`config.mk`:
```
export PLATFORM = sky130hd
export DESIGN_NAME = aapr_range
export DESIGN_NICKNAME = d
export VERILOG_FILES = /design/src/rtl/aapr_pkg.sv /design/src/rtl/aapr_range.sv
export VERILOG_INCLUDE_DIRS = /design/src /design/src/rtl
export SDC_FILE = /design/constraint.sdc
export NUM_CORES = 1
export LEC_CHECK = 0
export BUFFER_PORTS_ARGS = -buffer_cell sky130_fd_sc_hd__buf_2
export CAP_MARGIN = 25
export CELL_PAD_IN_SITES_DETAIL_PLACEMENT = 1
export CELL_PAD_IN_SITES_GLOBAL_PLACEMENT = 1
export CORE_ASPECT_RATIO = 0.8
export CORE_UTILIZATION = 39
export CTS_CLUSTER_SIZE = 28
export DETAILED_ROUTE_END_ITERATION = 8
export PLACE_DENSITY_LB_ADDON = 0.1
export SLEW_MARGIN = 10
export SYNTH_ARGS = -nofsm -noshare
export SYNTH_HDL_FRONTEND = slang
export SYNTH_SLANG_ARGS = --single-unit
export TNS_END_PERCENT = 50
```
`constraint.sdc`:
```
create_clock -name clk -period 13.96 [get_ports clk]
set_input_delay 2.792 -clock clk [delete_from_list [all_inputs] [get_ports clk]]
set_output_delay 2.792 -clock clk [all_outputs]
set_load 0.05 [all_outputs]
```
`src/rtl/axis_angle_point_rotator_defines.svh`:
```
// Assertion macros shared by the point rotator RTL.
`ifndef AXIS_ANGLE_POINT_ROTATOR_DEFINES_SVH
`define AXIS_ANGLE_POINT_ROTATOR_DEFINES_SVH

// Checked only outside reset.
`define AAPR_ASSERT(label, prop, msg) \
  label: assert property (@(posedge clk) disable iff (rst) (prop)) else $error(msg);

// Checked on every edge, reset included.
`define AAPR_ASSERT_ALWAYS(label, prop, msg) \
  label: assert property (@(posedge clk) (prop)) else $error(msg);

`endif

```
`src/rtl/aapr_pkg.sv`:
```
// Shared widths, constants, payload types and the arctangent table of the point rotator.
`timescale 1ns / 1ps
package aapr_pkg;

  localparam int TRIG_STAGES_DEF = 16;
  localparam int ATAN_ENTRIES    = 24;
  localparam int ATAN_IDX_W      = $clog2(ATAN_ENTRIES);

  localparam int ANG_W = 35;
  localparam int Z_W   = 33;
  localparam int XY_W  = 34;
  localparam int OMC_W = 35;
  localparam int AA_W  = 32;
  localparam int AS_W  = 50;
  localparam int ACC_W = 67;
  localparam int M_W   = 30;
  localparam int PR_W  = 63;
  localparam int SUM_W = 65;
  localparam int RS_W  = 41;
  localparam int V_W   = 42;

  localparam logic signed [ANG_W-1:0] Q30_PI      = 35'sd3373259426;
  localparam logic signed [ANG_W-1:0] Q30_TWO_PI  = 35'sd6746518852;
  localparam logic signed [ANG_W-1:0] Q30_HALF_PI = 35'sd1686629713;
  localparam logic signed [Z_W-1:0]   Z_HALF_PI   = 33'sd1686629713;
  localparam logic signed [XY_W-1:0]  CORDIC_GAIN = 34'sd652032874;
  localparam logic signed [OMC_W-1:0] Q30_ONE     = 35'sd1073741824;

  typedef logic signed [31:0]     coord_t;
  typedef logic signed [32:0]     delta_t;
  typedef logic signed [15:0]     axis_t;
  typedef logic signed [M_W-1:0]  ment_t;

  typedef struct packed {
    coord_t [2:0] pivot;
    delta_t [2:0] delta;
    axis_t  [2:0] axis;
  } geo_t;

  typedef struct packed {
    coord_t [2:0] pivot;
    delta_t [2:0] delta;
    ment_t  [8:0] m;
  } rot_t;

  function automatic logic signed [Z_W-1:0] atan_q30(input logic [ATAN_IDX_W-1:0] idx);
    logic signed [Z_W-1:0] r;
    unique case (idx)
      5'd0:  r = 33'sd843314856;
      5'd1:  r = 33'sd497837829;
      5'd2:  r = 33'sd263043836;
      5'd3:  r = 33'sd133525158;
      5'd4:  r = 33'sd67021686;
      5'd5:  r = 33'sd33543515;
      5'd6:  r = 33'sd16775850;
      5'd7:  r = 33'sd8388437;
      5'd8:  r = 33'sd4194282;
      5'd9:  r = 33'sd2097149;
      5'd10: r = 33'sd1048575;
      5'd11: r = 33'sd524287;
      5'd12: r = 33'sd262143;
      5'd13: r = 33'sd131071;
      5'd14: r = 33'sd65535;
      5'd15: r = 33'sd32767;
      5'd16: r = 33'sd16383;
      5'd17: r = 33'sd8191;
      5'd18: r = 33'sd4095;
      5'd19: r = 33'sd2047;
      5'd20: r = 33'sd1023;
      5'd21: r = 33'sd511;
      5'd22: r = 33'sd255;
      5'd23: r = 33'sd127;
      default: r = '0;
    endcase
    return r;
  endfunction

endpackage

```
`src/rtl/aapr_range.sv`:
```
// Entry stage: angle reduction into the CORDIC range and point offset from the pivot.
`timescale 1ns / 1ps
`include "axis_angle_point_rotator_defines.svh"
module aapr_range (
  input  logic                  clk,
  input  logic                  rst,
  input  logic                  up_valid,
  output logic                  up_ready,
  input  aapr_pkg::coord_t [2:0] pivot,
  input  aapr_pkg::coord_t [2:0] point,
  input  aapr_pkg::axis_t  [2:0] axis,
  input  logic signed [16:0]    angle,
  output logic                  dn_valid,
  input  logic                  dn_ready,
  output logic signed [aapr_pkg::Z_W-1:0] z,
  output logic                  flip,
  output aapr_pkg::geo_t        geo
);
  import aapr_pkg::*;

  logic signed [ANG_W-1:0] t0, t1, t2, t3, t4, tf;
  logic                    flip_next;
  geo_t                    geo_next;

  always_comb begin
    t0 = {angle[16], angle, 17'b0};
    t1 = (t0 > Q30_PI) ? t0 - Q30_TWO_PI : t0;
    t2 = (t1 > Q30_PI) ? t1 - Q30_TWO_PI : t1;
    t3 = (t2 < -Q30_PI) ? t2 + Q30_TWO_PI : t2;
    t4 = (t3 < -Q30_PI) ? t3 + Q30_TWO_PI : t3;
    priority if (t4 > Q30_HALF_PI) begin
      tf = t4 - Q30_PI;
      flip_next = 1'b1;
    end else if (t4 < -Q30_HALF_PI) begin
      tf = t4 + Q30_PI;
      flip_next = 1'b1;
    end else begin
      tf = t4;
      flip_next = 1'b0;
    end
  end

  always_comb begin
    for (int i = 0; i < 3; i++) begin
      geo_next.pivot[i] = pivot[i];
      geo_next.delta[i] = 33'($signed(point[i])) - 33'($signed(pivot[i]));
      geo_next.axis[i]  = axis[i];
    end
  end

  assign up_ready = !dn_valid || dn_ready;

  always_ff @(posedge clk) begin
    if (rst) begin
      dn_valid <= 1'b0;
    end else if (up_ready) begin
      dn_valid <= up_valid;
    end
  end

  always_ff @(posedge clk) begin
    if (up_valid && up_ready) begin
      z    <= tf[Z_W-1:0];
      flip <= flip_next;
      geo  <= geo_next;
    end
  end

  `AAPR_ASSERT(a_fold_range, dn_valid |-> (z <= Z_HALF_PI && z >= -Z_HALF_PI), "reduced angle outside half pi")

endmodule

```
==> impl_metrics.csv <==
group,metric,value,unit
synthesis,yosysSeqAreaShare,49.1,%
layout,fin_area,21200,sq um
synthesis,synth_cell_types,92,
routing,dr_total_vias,14700,
timing,fin_crit,11.82,ns
synthesis,synth_edf_count,275,
timing,rsz0062_at_grt,"false",
critical_path,cp_top_family,"compound AO/OA/AOI/OAI gates",
placement,dpl.cell_count,2662,
power_and_ir_drop,leakage,9.21,nW
hold_path,holdPathStages,2,
critical_path,slowest_delay,0.67,ns
clocking,insertion_delay,0.59,ns
grt,first_global_vias,14900,
grt,grt_max_degree,74,
synthesis,synthArstFlopShare,0,%
critical_path,r2r-end,"geo[159]",
layout,layout_commonest_cell,"buf_2",
grt,grt_usage,25.9,%
synthesis,mappedNetlistNets,1971,
synthesis,synth_area_leaders,"edfxtp_1 (49%), ha_1 (8.0%), xnor2_1 (4.6%)",
layout,multi_input_area,7800,sq um
timing,worst_pin_slew,0.977,ns
timing,hold_viol,0,
timing,worst_slack,2.14,ns
critical_path,ff2ff_path_depth,5,
routing,routed_via_density,5.37,
synthesis,yosys.area_share.simple,14.1,%
critical_path,critPathLaunchType,"input pin",
grt,gr-total-overflow,0,
clocking,hold_buffers,0,
synthesis,synth_xor_area_share,6.91,%
floorplan,die_h,188,um
timing,fin_skew,0.0102,ns
routing,totalWireLength,58.7,mm
synthesis,muxShareOfSynthArea,0.579,%
floorplan,start_util,39.9,%
clocking,cts-root-buf,"clkbuf_16",
floorplan,io_pins,540,
synthesis,syn_area,16900,sq um
floorplan,die_x,234,um
critical_path,reg2reg_setup_slack,10.21,ns
placement,place_ws,1.71,ns
synthesis,synth_cells,1599,
clocking,post-cts-setup-buffers,0,
routing,drc,0,
layout,final_cell_mix,"buf_2 (538), edfxtp_1 (275), inv_1 (154)",
layout,area_delta_synth_final,25.7,%
grt,grt_pass1_wl,88.4,mm
hold_path,min_to,"dn_valid",
critical_path,path_depth,33,
synthesis,synth_top_family_by_area,"compound AO/OA/AOI/OAI gates",
grt,antenna_found_initial,20,
synthesis,synth-seq-cells,276,
floorplan,dieArea,44000,sq um
clocking,cts.repair.resized,0,
timing,layout_worst_path_cycle_share,84.7,%
clocking,cts_tree,"built",
synthesis,synth-compound-area-share,16.3,%
hold_path,min_from,"dn_valid",
routing,first_pass_iters,5,
clocking,cts.sinks,276,
layout,drive_gt1_share,29.7,%
placement,place.port_buffers,538,
critical_path,crit_top_cell,"ha_1",
timing,setup_viol,0,
power_and_ir_drop,p_per_area,143,nW/um^2
critical_path,crit_slowest_cell,"a21boi_0",
critical_path,cp_data_arrival_time,12.14,ns
clocking,htree_levels,1,
timing,slew_viol_final,0,
timing,fin_tns_setup,0,ns
critical_path,crit_type,"in2reg",
critical_path,crit_fanout,16,
layout,regArea,8280,sq um
clocking,numCtsBuffers,31,
layout,fill_cells,4903,
floorplan,rows,67,
hold_path,hold_path.class,"reg2reg",
run_status,status,"finished clean",
placement,gp_congestion,0.907,
routing,drtAntennaViolNets,0,
timing,maxSlewHeadroom,34.9,%
timing,fmax,0.0846,GHz
critical_path,r2r-start,"dn_valid",
critical_path,critPathRequiredTime,14.28,ns
critical_path,crit_buf_inv,3,
synthesis,ys.warnings.count,0,
layout,stdcell_count,2731,
clocking,cts_max_path_buffers,3,
routing,initialDrtViolationCount,751,
layout,layout.nets,2515,
synthesis,synth_top_area_share,49.0,%
critical_path,worstSetupEndpointType,"flop",
floorplan,core_area,42300,sq um
synthesis,syn_avg_cell_area,10.5,sq um
synthesis,synth-main-ff-cell,"edfxtp_1",
placement,placed_area,20100,sq um
routing,post_drt_wl_per_cell,21.5,um
clocking,path_clk_slew,0.06,ns
synthesis,synth_fa_ha_area_share,8.38,%
flow_run,maxCapViolCount,0,
placement,dp_hpwl,47.8,mm
synthesis,yosys.area.top_type,"edfxtp_1",
power_and_ir_drop,irDropWorstVdd,0.0904,mV
[worst register-to-register path: stages (launching register included)]
cell      delay [ns]
dfxtp_1         0.31
nand2b_1        0.11
and2_4          0.38
buf_4           0.78
buf_4           0.94
buf_4           0.82
[Yosys cell counts (7+ instances only)]
cell type	count
a211o_1	7
a211oi_1	13
a21boi_0	21
a21o_1	18
a21oi_1	79
a31oi_1	27
and2_1	25
and3_1	14
buf_2	15
clkbuf_1	17
edfxtp_1	275
ha_1	108
inv_1	154
nand2_1	108
nand2b_1	21
nand3_1	37
nand4_1	8
nor2_1	120
nor2b_1	19
nor3_1	44
nor4_1	12
o211ai_1	22
o21a_1	21
o21ai_0	70
o21ai_1	12
o31a_1	8
o31ai_1	12
or2_2	16
or3_1	21
xnor2_1	89
xor2_1	44
[area by class of cell]
cell class              count  area share (%)
diodes                     13           0.154
clock buffers              39            3.80
clock inverters            17           0.957
inverters                 155            2.75
multi-input cells        1128            36.8
flip-flops and latches    276            39.1
well taps                 552            3.26
repair buffers            551            13.2
[metrics by stage]
step | total power (W) | utilization, % | hold slack (ns)
after global routing | 0.00317 | 50.1 | 0.583
after floorplan | 0.00194 | - | 1.11
after detailed placement | 0.00223 | 47.7 | 0.532
final | 0.00304 | 50.1 | 0.540
after global placement | 0.00220 | 47.7 | 0.524
after CTS | 0.00306 | 50.1 | 0.541
[state kept, by name, summed over array words and instances (netlist names)]
register / flops
z: 32
geo: 243
dn_valid: 1
[kinds of logic after synthesis]
family,Yosys count
compound gates,398
xor+xnor,133
mux,9
simple gates,476
buf+inv,195
flops,276
other cells,1
fa+ha+maj,111
[power breakdown]
part / internal, W / switching, W / leakage [nW]
clock: 0.000482 / 0.000341 / 0.488
sequential: 0.00105 / 0.0000286 / 2.67
combinational: 0.000324 / 0.000805 / 6.06
[worst max-delay path by stage]
stage / startpoint / endpoint / slack, ns
4_1_cts: angle[5] / z[19] / 2.25
3_5_place_dp: angle[5] / z[16] / 1.71
3_3_place_gp: angle[5] / z[19] / 2.14
5_1_grt: angle[5] / z[31] / 1.38
6_report: angle[5] / z[15] / 2.14
2_1_floorplan: angle[4] / z[28] / 2.78
[per-layer routing]
layer / GRT usage [%] / wire length, um / vias to the layer above
li1: - / - / 6976
met1: 31.8 / 24100 / 7235
met2: 46.6 / 30400 / 364
met3: 4.15 / 2870 / 81
met4: 6.97 / 1260 / 2
met5: 0 / 12 / -
No activity file was read; power rests on OpenSTA's default activity.
